`src/rtl/byte_stuffed_packet_framer_defines.svh`:
```
// Assertion macros shared by the framer RTL.
`ifndef BYTE_STUFFED_PACKET_FRAMER_DEFINES_SVH
`define BYTE_STUFFED_PACKET_FRAMER_DEFINES_SVH
`ifndef ASSERT_OFF
// Check a property on every rising clock edge outside reset.
`define BSPF_ASSERT(lbl, prop, msg) \
  lbl: assert property (@(posedge clk) disable iff (!rst_n) (prop)) else $error(msg);
// Check that a condition leads to a consequence in the next cycle.
`define BSPF_ASSERT_NEXT(lbl, ante, cons, msg) \
  lbl: assert property (@(posedge clk) disable iff (!rst_n) (ante) |=> (cons)) else $error(msg);
`else
`define BSPF_ASSERT(lbl, prop, msg)
`define BSPF_ASSERT_NEXT(lbl, ante, cons, msg)
`endif
`endif

```
`src/rtl/bspf_pkg.sv`:
```
// Shared types, constants and helpers of the byte-stuffed packet framer.
package bspf_pkg;

  localparam int unsigned MAX_FRAME_DEF = 32;
  localparam int unsigned NUM_SLOTS     = 4;
  localparam int unsigned CNT_W         = $clog2(NUM_SLOTS + 1);
  localparam int unsigned PADDR_W       = 4;
  localparam int unsigned PDATA_W       = 32;

  localparam logic [7:0] START_CODE_RST  = 8'd36;
  localparam logic [7:0] END_CODE_RST    = 8'd13;
  localparam logic [7:0] ESCAPE_CODE_RST = 8'd16;

  localparam logic OP_START = 1'b0;
  localparam logic OP_DATA  = 1'b1;

  typedef enum logic [1:0] {
    REG_START  = 2'd0,
    REG_END    = 2'd1,
    REG_ESCAPE = 2'd2
  } reg_idx_t;

  typedef struct packed {
    logic       operation;
    logic [7:0] command;
    logic [7:0] data_length;
    logic [7:0] data_byte;
  } in_item_t;

  typedef struct packed {
    logic [7:0] out_byte;
    logic       end_of_frame;
    logic       abort;
    logic       last;
  } out_item_t;

  typedef struct packed {
    logic [7:0] start_code;
    logic [7:0] end_code;
    logic [7:0] escape_code;
  } cfg_t;

  typedef struct packed {
    out_item_t [NUM_SLOTS-1:0] slot;
    logic [CNT_W-1:0]          count;
  } burst_t;

  function automatic out_item_t mk_item(logic [7:0] b, logic eof, logic abrt);
    out_item_t w;
    w.out_byte     = b;
    w.end_of_frame = eof;
    w.abort        = abrt;
    w.last         = 1'b0;
    return w;
  endfunction

endpackage

```
`src/rtl/bspf_regs.sv`:
```
// APB configuration registers holding the start, end and escape codes.
module bspf_regs (
  input  logic                         clk,
  input  logic                         rst_n,
  input  logic                         psel,
  input  logic                         penable,
  input  logic                         pwrite,
  input  logic [bspf_pkg::PADDR_W-1:0] paddr,
  input  logic [bspf_pkg::PDATA_W-1:0] pwdata,
  output logic [bspf_pkg::PDATA_W-1:0] prdata,
  output logic                         pready,
  output bspf_pkg::cfg_t               cfg
);

  bspf_pkg::cfg_t     cfg_r, cfg_nxt;
  bspf_pkg::reg_idx_t idx;
  logic               wr_en;
  logic [7:0]         rd_byte;

  assign idx    = bspf_pkg::reg_idx_t'(paddr[bspf_pkg::PADDR_W-1:2]);
  assign wr_en  = psel && penable && pwrite;
  assign pready = 1'b1;
  assign cfg    = cfg_r;

  always_comb begin
    cfg_nxt = cfg_r;
    if (wr_en) begin
      case (idx)
        bspf_pkg::REG_START:  cfg_nxt.start_code  = pwdata[7:0];
        bspf_pkg::REG_END:    cfg_nxt.end_code    = pwdata[7:0];
        bspf_pkg::REG_ESCAPE: cfg_nxt.escape_code = pwdata[7:0];
        default: ;
      endcase
    end
  end

  always_comb begin
    case (idx)
      bspf_pkg::REG_START:  rd_byte = cfg_r.start_code;
      bspf_pkg::REG_END:    rd_byte = cfg_r.end_code;
      bspf_pkg::REG_ESCAPE: rd_byte = cfg_r.escape_code;
      default:              rd_byte = 8'd0;
    endcase
  end

  assign prdata = {{(bspf_pkg::PDATA_W-8){1'b0}}, rd_byte};

  always_ff @(posedge clk) begin
    if (!rst_n) begin
      cfg_r.start_code  <= bspf_pkg::START_CODE_RST;
      cfg_r.end_code    <= bspf_pkg::END_CODE_RST;
      cfg_r.escape_code <= bspf_pkg::ESCAPE_CODE_RST;
    end else begin
      cfg_r <= cfg_nxt;
    end
  end

endmodule

```
`src/rtl/bspf_frame.sv`:
```
// Input register, framing state and per-word burst builder.
`include "byte_stuffed_packet_framer_defines.svh"
module bspf_frame #(
  parameter int unsigned MAX_FRAME = bspf_pkg::MAX_FRAME_DEF
) (
  input  logic               clk,
  input  logic               rst_n,
  input  logic               in_valid,
  output logic               in_ready,
  input  bspf_pkg::in_item_t in_data,
  input  bspf_pkg::cfg_t     cfg,
  input  logic               emit_ready,
  output logic               burst_valid,
  output bspf_pkg::burst_t   burst
);

  localparam int unsigned POS_W = $clog2(MAX_FRAME + 1);

  bspf_pkg::in_item_t item_r;
  logic               item_valid_r, item_valid_nxt;
  logic [POS_W-1:0]   pos_r, pos_nxt;
  logic [POS_W-1:0]   remain_r, remain_nxt;
  logic               in_packet_r, in_packet_nxt;
  logic               dropping_r, dropping_nxt;

  logic               take;
  logic               accept;
  logic               too_long;
  logic               fin;
  logic               esc;
  logic [1:0]         need;
  logic               overflow;
  logic [7:0]         db;

  assign db       = item_r.data_byte;
  assign too_long = {1'b0, item_r.data_length} > 9'(MAX_FRAME);
  assign fin      = remain_r <= POS_W'(1);
  assign esc      = (db == cfg.start_code) || (db == cfg.end_code) || (db == cfg.escape_code);
  assign need     = (esc ? 2'd2 : 2'd1) + {1'b0, fin};
  assign overflow = ({2'b00, pos_r} + (POS_W+2)'(need)) > (POS_W+2)'(MAX_FRAME);

  always_comb begin
    burst        = '0;
    pos_nxt      = pos_r;
    remain_nxt   = remain_r;
    in_packet_nxt = in_packet_r;
    dropping_nxt = dropping_r;
    if (item_valid_r) begin
      case (item_r.operation)
        bspf_pkg::OP_START: begin
          if (!in_packet_r) begin
            if (too_long) begin
              burst.slot[0] = bspf_pkg::mk_item(8'd0, 1'b0, 1'b1);
              burst.count   = bspf_pkg::CNT_W'(1);
            end else begin
              burst.slot[0] = bspf_pkg::mk_item(cfg.start_code, 1'b0, 1'b0);
              burst.slot[1] = bspf_pkg::mk_item(item_r.command, 1'b0, 1'b0);
              burst.slot[2] = bspf_pkg::mk_item(item_r.data_length, 1'b0, 1'b0);
              if (item_r.data_length == 8'd0) begin
                burst.slot[3] = bspf_pkg::mk_item(cfg.end_code, 1'b1, 1'b0);
                burst.count   = bspf_pkg::CNT_W'(4);
                pos_nxt       = POS_W'(4);
              end else begin
                burst.count   = bspf_pkg::CNT_W'(3);
                pos_nxt       = POS_W'(3);
                in_packet_nxt = 1'b1;
                dropping_nxt  = 1'b0;
                remain_nxt    = POS_W'(item_r.data_length);
              end
            end
          end
        end
        bspf_pkg::OP_DATA: begin
          if (in_packet_r) begin
            if (!dropping_r) begin
              if (overflow) begin
                burst.slot[0] = bspf_pkg::mk_item(8'd0, 1'b0, 1'b1);
                burst.count   = bspf_pkg::CNT_W'(1);
                dropping_nxt  = 1'b1;
              end else begin
                if (esc) begin
                  burst.slot[0] = bspf_pkg::mk_item(cfg.escape_code, 1'b0, 1'b0);
                  burst.slot[1] = bspf_pkg::mk_item(db, 1'b0, 1'b0);
                  burst.slot[2] = bspf_pkg::mk_item(cfg.end_code, 1'b1, 1'b0);
                end else begin
                  burst.slot[0] = bspf_pkg::mk_item(db, 1'b0, 1'b0);
                  burst.slot[1] = bspf_pkg::mk_item(cfg.end_code, 1'b1, 1'b0);
                end
                burst.count = bspf_pkg::CNT_W'(need);
                pos_nxt     = pos_r + POS_W'(need);
              end
            end
            if (fin) begin
              in_packet_nxt = 1'b0;
              dropping_nxt  = 1'b0;
              remain_nxt    = '0;
            end else begin
              remain_nxt = remain_r - POS_W'(1);
            end
          end
        end
        default: ;
      endcase
    end
    // flag the tail of the burst
    for (int i = 0; i < bspf_pkg::NUM_SLOTS; i++) begin
      if (burst.count == bspf_pkg::CNT_W'(i + 1)) begin
        burst.slot[i].last = 1'b1;
      end
    end
  end

  assign burst_valid    = item_valid_r && (burst.count != '0);
  assign take           = item_valid_r && ((burst.count == '0) || emit_ready);
  assign in_ready       = !item_valid_r || take;
  assign accept         = in_valid && in_ready;
  assign item_valid_nxt = accept ? 1'b1 : (take ? 1'b0 : item_valid_r);

  always_ff @(posedge clk) begin
    if (!rst_n) begin
      item_valid_r <= 1'b0;
      pos_r        <= '0;
      remain_r     <= '0;
      in_packet_r  <= 1'b0;
      dropping_r   <= 1'b0;
    end else begin
      item_valid_r <= item_valid_nxt;
      if (take) begin
        pos_r       <= pos_nxt;
        remain_r    <= remain_nxt;
        in_packet_r <= in_packet_nxt;
        dropping_r  <= dropping_nxt;
      end
    end
  end

  always_ff @(posedge clk) begin
    if (accept) begin
      item_r <= in_data;
    end
  end

  `BSPF_ASSERT(a_drop_in_pkt, dropping_r |-> in_packet_r, "dropping outside a packet")
  `BSPF_ASSERT(a_pos_bound, pos_r <= POS_W'(MAX_FRAME), "frame position past limit")
  `BSPF_ASSERT_NEXT(a_fin_close, take && item_r.operation == bspf_pkg::OP_DATA && in_packet_r && fin, !in_packet_r && !dropping_r, "final data word left packet open")

endmodule

```
`src/rtl/bspf_emit.sv`:
```
// Output burst register that hands results out one word per cycle while out_ready is high.
`include "byte_stuffed_packet_framer_defines.svh"
module bspf_emit (
  input  logic                clk,
  input  logic                rst_n,
  input  logic                burst_valid,
  input  bspf_pkg::burst_t    burst,
  output logic                emit_ready,
  output logic                out_valid,
  input  logic                out_ready,
  output bspf_pkg::out_item_t out_data
);

  bspf_pkg::out_item_t [bspf_pkg::NUM_SLOTS-1:0] slot_r, slot_nxt;
  logic [bspf_pkg::CNT_W-1:0]                    count_r, count_nxt;

  assign out_valid  = count_r != '0;
  assign out_data   = slot_r[0];
  assign emit_ready = (count_r == '0) || ((count_r == bspf_pkg::CNT_W'(1)) && out_ready);

  always_comb begin
    slot_nxt  = slot_r;
    count_nxt = count_r;
    if (burst_valid && emit_ready) begin
      slot_nxt  = burst.slot;
      count_nxt = burst.count;
    end else if (out_valid && out_ready) begin
      // advance the queue by one word
      for (int i = 0; i < bspf_pkg::NUM_SLOTS - 1; i++) begin
        slot_nxt[i] = slot_r[i+1];
      end
      slot_nxt[bspf_pkg::NUM_SLOTS-1] = '0;
      count_nxt = count_r - bspf_pkg::CNT_W'(1);
    end
  end

  always_ff @(posedge clk) begin
    if (!rst_n) begin
      count_r <= '0;
    end else begin
      count_r <= count_nxt;
    end
  end

  always_ff @(posedge clk) begin
    slot_r <= slot_nxt;
  end

  `BSPF_ASSERT(a_last_tail, (count_r == bspf_pkg::CNT_W'(1)) |-> slot_r[0].last, "tail word lacks last")
  `BSPF_ASSERT(a_no_early_last, (count_r > bspf_pkg::CNT_W'(1)) |-> !slot_r[0].last, "last set before tail")
  `BSPF_ASSERT(a_abort_alone, (out_valid && slot_r[0].abort) |-> (count_r == bspf_pkg::CNT_W'(1)), "abort shares a burst")

endmodule

```
`src/rtl/byte_stuffed_packet_framer.sv`:
```
// Top level of the byte-stuffed packet framer.
// Usage:
//   Input channel (in_valid/in_ready/in_data) takes one word per packet start
//   (operation = start, with command and data_length) followed by data_length
//   data words (operation = data, one data_byte each).
//   Output channel (out_valid/out_ready/out_data) delivers framed bytes one
//   word per cycle: start code, command, length, stuffed data, end code.
//   A data byte equal to any code goes out behind the escape code. last
//   marks the final word produced by one input word; abort means the frame
//   blew the size limit and downstream must drop what it has of it.
//   An input word is registered in the input register, and its burst in the
//   output burst register once the previous burst drains, before its first
//   output word is valid. Output runs one word per cycle while out_ready is
//   high; an input word makes one to four results over the single-word
//   output port. Words that make no result retire without waiting on it.
//   The input register can take a word while the output burst drains.
//   Stall: with out_ready low the burst holds, then the input register
//   fills and in_ready drops; nothing is lost.
//   Reset: codes return to 36/13/16, framer goes idle, queues empty.
//   The user must write codes over APB while the block is idle; unchecked.
module byte_stuffed_packet_framer #(
  parameter int unsigned MAX_FRAME = bspf_pkg::MAX_FRAME_DEF
) (
  input  logic                         clk,
  input  logic                         rst_n,
  input  logic                         in_valid,
  output logic                         in_ready,
  input  bspf_pkg::in_item_t           in_data,
  output logic                         out_valid,
  input  logic                         out_ready,
  output bspf_pkg::out_item_t          out_data,
  input  logic                         psel,
  input  logic                         penable,
  input  logic                         pwrite,
  input  logic [bspf_pkg::PADDR_W-1:0] paddr,
  input  logic [bspf_pkg::PDATA_W-1:0] pwdata,
  output logic [bspf_pkg::PDATA_W-1:0] prdata,
  output logic                         pready
);

  bspf_pkg::cfg_t   cfg;
  bspf_pkg::burst_t burst;
  logic             burst_valid;
  logic             emit_ready;

  // hold the code registers
  bspf_regs u_regs (
    .clk     (clk),
    .rst_n   (rst_n),
    .psel    (psel),
    .penable (penable),
    .pwrite  (pwrite),
    .paddr   (paddr),
    .pwdata  (pwdata),
    .prdata  (prdata),
    .pready  (pready),
    .cfg     (cfg)
  );

  // register the input word, track the frame and build its result burst
  bspf_frame #(
    .MAX_FRAME (MAX_FRAME)
  ) u_frame (
    .clk         (clk),
    .rst_n       (rst_n),
    .in_valid    (in_valid),
    .in_ready    (in_ready),
    .in_data     (in_data),
    .cfg         (cfg),
    .emit_ready  (emit_ready),
    .burst_valid (burst_valid),
    .burst       (burst)
  );

  // drain the burst one word per cycle while out_ready is high
  bspf_emit u_emit (
    .clk         (clk),
    .rst_n       (rst_n),
    .burst_valid (burst_valid),
    .burst       (burst),
    .emit_ready  (emit_ready),
    .out_valid   (out_valid),
    .out_ready   (out_ready),
    .out_data    (out_data)
  );

endmodule

```
`config.mk`:
```
export PLATFORM = sky130hd
export DESIGN_NAME = byte_stuffed_packet_framer
export DESIGN_NICKNAME = d
export VERILOG_FILES = /design/src/rtl/bspf_pkg.sv /design/src/rtl/bspf_regs.sv /design/src/rtl/bspf_frame.sv /design/src/rtl/bspf_emit.sv /design/src/rtl/byte_stuffed_packet_framer.sv
export VERILOG_INCLUDE_DIRS = /design/src /design/src/rtl
export SDC_FILE = /design/constraint.sdc
export NUM_CORES = 1
export LEC_CHECK = 0
export ABC_AREA = 1
export BUFFER_PORTS_ARGS = -buffer_cell sky130_fd_sc_hd__buf_2
export CORE_ASPECT_RATIO = 0.6
export CORE_MARGIN = 5
export CORE_UTILIZATION = 60
export CTS_BUF_LIST = sky130_fd_sc_hd__clkbuf_16
export DETAILED_ROUTE_END_ITERATION = 10
export MAX_ROUTING_LAYER = met4
export PLACE_DENSITY = 0.86
export SLEW_MARGIN = 20
export SYNTH_ARGS = -nofsm -noshare
export SYNTH_HDL_FRONTEND = slang
export SYNTH_SLANG_ARGS = --single-unit
```
`constraint.sdc`:
```
create_clock -name clk -period 7.76 [get_ports clk]
set_input_delay 0.388 -clock clk [delete_from_list [all_inputs] [get_ports clk]]
set_output_delay 0.388 -clock clk [all_outputs]
set_load 0.05 [all_outputs]
```
; ---- Yosys cells after proc, flatten, opt, wreduce, memory -nomap -nowiden
; Index checks and enable logic that the tools add are counted.
[totals]
register_bits = 111
in_bits = 68
out_inout_bits = 46
wordCells = 135
[classes]
addsub = 5
magnitude_cmp = 3
n_eq_ne = 16
mux = 53
bitwise = 1
reduce_logical = 28
[op_table]
columns = cell, count
row1 = $mux W47, 2
row2 = $mux W44, 2
row3 = $mux W36, 2
row4 = $pmux W36 S2, 1
row5 = $mux W6, 10
row6 = $mux W22, 2
row7 = $mux W11, 3
row8 = $mux W33, 1
row9 = $mux W14, 2
row10 = $eq A8 B8 Y1, 3
row11 = $pmux W6 S2, 2
row12 = $pmux W8 S3, 1
row13 = $mux W1, 18
row14 = $gt A8 B6 Y1 const B, 2
row15 = $mux W3, 4
row16 = $ne A2 B2 Y1 const B, 6
row17 = $logic_and A1 B1 Y1, 8
row18 = $logic_not A8 Y1, 1
row19 = $reduce_and A2 Y1, 4
row20 = $add A6 B2 Y7, 1
row21 = $reduce_and A7 Y1, 1
row22 = $add A6 B2 Y6, 1
row23 = $eq A3 B1 Y1 const B, 2
row24 = $eq A3 B2 Y1 const B, 2
row25 = 17 further kinds, 25

; ---- Logic depth before layout (Yosys ltp)
[depth]
word_depth = 18
ltp_mapped = 29
mapped_depth_nobuf = 29

; ---- Modules after synthesis
; A second synthesis with hierarchy kept.
[unflattened]
hier_cells = 877
area_unflattened_um2 = 6896.6
[modules_own_cells]
columns = mod, instances, cells_per_inst, area_per_inst_um2, seq_area_each_um2
row1 = bspf_frame, 1, 446, 3139.3, 1051.0
row2 = bspf_emit, 1, 226, 2413.6, 1381.3
row3 = bspf_regs, 1, 205, 1343.8, 480.5

; ---- Worst setup path before layout
; OpenSTA, ideal clock, no wires.
[synth_path]
path_kind = reg2reg
from = register u_frame.item_r (netlist bit u_frame.db[5])
to = register u_emit.count_r[0] (netlist name)
setup_ns = 0.125
arrival_time_ns = 4.746
required_ns = 7.635
setup_slack_ns = 2.889
stages_incl_launch_ff = 27
n_path_buf = 0
synth_period_minus_slack_ns = 4.871
cell_sequence = edfxtp_1 > inv_1 > nor2_1 > nor4_1 > nand3_1 > nand3_1 > inv_1 > ha_1 > inv_1 > ha_1 > fa_1 > inv_1 > nand2_1 > nand2_1 > nand2_1 > nor2_1 > nand2_1 > nand2_2 > nand3_1 > nand2_1 > nand2_1 > nand3_4 > nand2_1 > o21ai_1 > inv_1 > nor2_1 > nor2_1
[synth_via]
elab_chain_len = 16
elab_cells_between_ends = 19
classes_between = add/sub: 2 / order compare: 1 / eq/ne: 3 / mux: 7 / reduce/logical: 6
[synth_lines]
columns = element, line_no
row1 = from (decl), bspf_frame.sv:19  ; bspf_pkg::in_item_t item_r;
row2 = from (signal assigned), bspf_frame.sv:139  ; item_r <= in_data;
row3 = $eq A8 B8 Y1, bspf_frame.sv:38  ; assign esc = (db == cfg.start_code) || (db == cfg.end_code) || (db == cfg.escape_code);
row4 = $logic_or A1 B1 Y1, bspf_frame.sv:38
row5 = $logic_or A1 B1 Y1 *, bspf_frame.sv:38
row6 = $mux W2 *, bspf_frame.sv:39  ; assign need = (esc ? 2'd2 : 2'd1) + {1'b0, fin};
row7 = $add A2 B1 Y2 *, bspf_frame.sv:39
row8 = $add A6 B2 Y7, bspf_frame.sv:40  ; assign overflow = ({2'b00, pos_r} + (POS_W+2)'(need)) > (POS_W+2)'(MAX_FRAME);
row9 = $gt A8 B6 Y1, bspf_frame.sv:40
row10 = $mux W14 *, bspf_frame.sv:76  ; if (overflow) begin
row11 = $mux W36 *, bspf_frame.sv:75  ; if (!dropping_r) begin
row12 = $mux W36 *, bspf_frame.sv:74  ; if (in_packet_r) begin
row13 = $pmux W36 S2 *, bspf_frame.sv:49  ; case (item_r.operation)
row14 = $mux W47 *, bspf_frame.sv:48  ; if (item_valid_r) begin
row15 = $reduce_bool A3 Y1, bspf_frame.sv:113  ; assign burst_valid = item_valid_r && (burst.count != '0);
row16 = $logic_and A1 B1 Y1, bspf_frame.sv:113
row17 = $logic_and A1 B1 Y1, bspf_emit.sv:24  ; if (burst_valid && emit_ready) begin
row18 = $mux W3 or $reduce_bool A2 Y1 (tied branches), -
row19 = to (signal assigned), bspf_emit.sv:41  ; count_r <= count_nxt;
row20 = to (decl), bspf_emit.sv:15  ; logic [bspf_pkg::CNT_W-1:0] count_r, count_nxt;
; Mark *: on every way between the ends. The rest lies on a longest branch, timed or not.
; A chain may end at the register's enable or synchronous reset.

; ---- Worst setup path after layout
[layout_path]
from = register u_frame.item_r (netlist bit u_frame.db[5])
to = register u_emit.slot_r[39] (netlist name) (data pin)
[layout_via]
elab_chain_len = 16
elab_cells_between_ends = 18
classes_between = add/sub: 2 / order compare: 1 / eq/ne: 3 / mux: 7 / reduce/logical: 5
[layout_lines]
columns = element, line_no
row1 = $eq A8 B8 Y1, bspf_frame.sv:38
row2 = $logic_or A1 B1 Y1, bspf_frame.sv:38
row3 = $logic_or A1 B1 Y1 *, bspf_frame.sv:38
row4 = $mux W2 *, bspf_frame.sv:39
row5 = $add A2 B1 Y2 *, bspf_frame.sv:39
row6 = $add A6 B2 Y7, bspf_frame.sv:40
row7 = $gt A8 B6 Y1, bspf_frame.sv:40
row8 = $mux W14 *, bspf_frame.sv:76
row9 = $mux W36 *, bspf_frame.sv:75
row10 = $mux W36 *, bspf_frame.sv:74
row11 = $pmux W36 S2 *, bspf_frame.sv:49
row12 = $mux W47 *, bspf_frame.sv:48
row13 = $reduce_bool A3 Y1 *, bspf_frame.sv:113
row14 = $logic_and A1 B1 Y1 *, bspf_frame.sv:113
row15 = $logic_and A1 B1 Y1 *, bspf_emit.sv:24
row16 = $mux W44 *, bspf_emit.sv:24
row17 = to (signal assigned), bspf_emit.sv:46  ; slot_r <= slot_nxt;
row18 = to (decl), bspf_emit.sv:14  ; bspf_pkg::out_item_t [bspf_pkg::NUM_SLOTS-1:0] slot_r, slot_nxt;
; Marks and branches as above.

==> flow_metrics.tcl <==
set metrics [dict create \
    cts_tree "built" \
    holdCritStartpoint "in_data[22]" \
    powerDensity_nw_per_um2 296 \
    cp_top_family "simple AND/OR/NAND/NOR gates" \
    drt_iter0_markers 765 \
    synth_mux_area_share_pct 0 \
    slowest_delay_ps 500 \
    grtUsageTotal_pct 25.9 \
    wirelength_mm 14.5 \
    gp_congestion 0.913 \
    synth_xor_area_share_pct 1.81 \
    cp_common_cell "nand2_1" \
    overflow 0 \
    yosysUniqueCellTypes 41 \
    switching_share_pct 36.0 \
    fin_util_pct 68.2 \
    drt_pass1_iterations 7 \
    syn_inst 702 \
    crit_arrival_ps 4870 \
    status "complete, no violations" \
    crit_type "reg2reg" \
    syn-cell-area_um2 5820 \
    placed_area_um2 6040 \
    synth_top_family_by_area "simple AND/OR/NAND/NOR gates" \
    skew_ps 6.38 \
    p_int_uw 1200 \
    diodes 0 \
    coreArea_um2 9320 \
    ios 114 \
    fp.dieArea_um2 11800 \
    drv_cap 0 \
    cts.htree.levels 3 \
    path_buf_inv 5 \
    first_global_vias 4589 \
    synth-compound-area-share_pct 12.3 \
    p_seq_share_pct 44.5 \
    hold_viol 0 \
    num_rows 27 \
    fmax_mhz 214 \
    hold_end "u_frame.item_r[22]" \
    root_buffer "clkbuf_16" \
    power_leakage_uw 0.00276 \
    ff2ff_path_depth 25 \
    antenna_left 0 \
    slew-limit-headroom_pct 45.2 \
    place.port_buffers 62 \
    viasPerCell 5.67 \
    post-route-period-util_pct 60.2 \
    post_cts_resized 0 \
    combPwrFrac_pct 29.4 \
    area_growth_pct 9.29 \
    tns_ps 0 \
    p_switching_uw 676 \
    ys_seq_elements 108 \
    routed-via-count 4991 \
    route.detailed.drc 0 \
    synth_warnings 0 \
    ff2ff_setup_slack_ps 3090 \
    cp_slowest_cell "fa_1" \
    synth_top_cell_area_share_pct 34.1 \
    drive_gt1_share_pct 13.6 \
    clkTransAtPathRegs_ps 70 \
    nets 823 \
    cts_made_buffers 9 \
    dp.cells 864 \
    antenna_found_initial 0 \
    synthSimpleGateAreaFrac_pct 23.7 \
    syn_area_per_cell_um2 8.29 \
    die_h_um 86.3 \
    ys_seq_area_share_pct 48.5 \
    min_period_ps 4670 \
    final_design_area_no_fill_um2 6360 \
    fin_cells 880 \
    rr_endpoint "u_emit.slot_r[39]" \
    pwr-share-clk_pct 26.0 \
    tightest_slew_ps 816 \
    numClockSinks 108 \
    required_ps 7960 \
    wl_per_cell_um 16.5 \
    reg2reg_from "u_frame.db[5]" \
    hold_path_class "in2reg" \
    dp_hpwl_mm 10.4 \
    ir_worst_vdd_mv 0.162 \
    die_x_um 137 \
    grt_max_degree 47 \
    grt_setup_unrepaired "no" \
    hold_buffers 0 \
    cp-start-kind "flip-flop" \
    clock_latency_ps 350 \
    holdPathStages 1 \
    critPathCaptureType "flip-flop" \
    synth_adder_area_share_pct 2.28 \
    drv_slew 0 \
    ys_top_cells_by_area "edfxtp_1 34%, dfxtp_1 14%, nand2_1 9.4%, nor2_1 6.6%, buf_4 5.0%" \
    post_cts_buffers 0 \
    setup_violations 0 \
    synth_top_area_cell "edfxtp_1" \
    start_util_pct 62.4 \
    crit_fanout 46 \
    grt_pass1_wl_mm 23.1 \
    cts_buffer_depth 2 \
]
state kept, by name, indices dropped and copies added (netlist names):
register and cells:
u_frame.item_valid_r 1, u_frame.pos_r 6, u_frame.remain_r 6, u_emit.count_r 3, u_emit.out_data 11, u_emit.slot_r 30
u_frame.dropping_r 1, u_frame.in_packet_r 1, u_frame.db 8, u_frame.item_r 17, u_regs.cfg 24
logic make-up (layout without fill, tap and decap cells):
kind of cell | Yosys count | after routing
compound gates | 124 | 124
xor+xnor | 12 | 12
fa+ha+maj | 10 | 10
buf+inv | 130 | 155
flops | 108 | 108
other cells | 2 | 25
simple gates | 316 | 316
cell usage after synthesis, drive strengths merged:
library cell,n
a31oi,1
clkinv,3
a22oi,16
fa,1
or2,5
nor3,6
nor2,103
nand2,151
conb,2
nand3b,1
dfxtp,42
nand4,22
a21oi,37
o22ai,5
clkbuf,6
o221ai,4
xor2,8
ha,9
o31ai,3
nand3,27
edfxtp,66
nor4,1
inv,71
o21ai,48
xnor2,4
o211ai,10
buf,50
layout make-up:
type / instances / area (um^2)
repair buffers: 65 / 333
clock buffers: 9 / 225
inverters: 74 / 280
fillers: 740 / 2970
clock inverters: 7 / 90.1
multi-input cells: 487 / 2440
flip-flops and latches: 108 / 2820
well taps: 130 / 163
how the worst max path moves through the flow:
stage / endpoint / depth (start not counted) / start
2_1_floorplan: u_emit.count_r[0] / 26 / u_frame.db[5]
3_3_place_gp: u_emit.slot_r[28] / 25 / u_frame.db[5]
3_5_place_dp: u_emit.slot_r[38] / 25 / u_frame.db[4]
4_1_cts: u_emit.slot_r[38] / 25 / u_frame.db[4]
5_1_grt: u_emit.slot_r[41] / 25 / u_frame.db[5]
6_report: u_emit.slot_r[39] / 25 / u_frame.db[5]
layout by cell type, fill, tap and decap left out, drive strengths merged, types with 6 or more instances in the layout:
cell / synthesis / routed
nor3: 6 / 6
clkbuf: 6 / 9
inv: 71 / 72
nand3: 27 / 27
edfxtp: 66 / 66
o21ai: 48 / 48
ha: 9 / 9
nand2: 151 / 151
xor2: 8 / 8
nor2: 103 / 103
dfxtp: 42 / 42
buf: 50 / 65
a22oi: 16 / 16
o211ai: 10 / 10
conb: 2 / 25
a21oi: 37 / 37
nand4: 22 / 22
metal layers:
metal	global-route usage, %	wire length [um]
met4	6.97	189
met3	6.21	1790
met2	35.6	5920
met5	-	0
met1	38.1	6590
power by group through the flow:
stage / clock, uW / sequential [uW] / combinational [uW]
floorplan: 0 / 834 / 475
global placement: 0 / 840 / 525
detailed placement: 0 / 847 / 544
CTS: 492 / 835 / 550
global route: 514 / 849 / 607
finish: 489 / 837 / 553
through the flow:
| stage | worst slack (ps) | hold slack (ps) | power (uW) |
|---|---|---|---|
| detailed placement | 3230 | 472 | 1390 |
| global route | 2680 | 196 | 1970 |
| finish | 3090 | 206 | 1880 |
| global placement | 3310 | 463 | 1360 |
| CTS | 3190 | 200 | 1880 |
| floorplan | 2890 | 446 | 1310 |
Power figures use the tool's default switching activity.
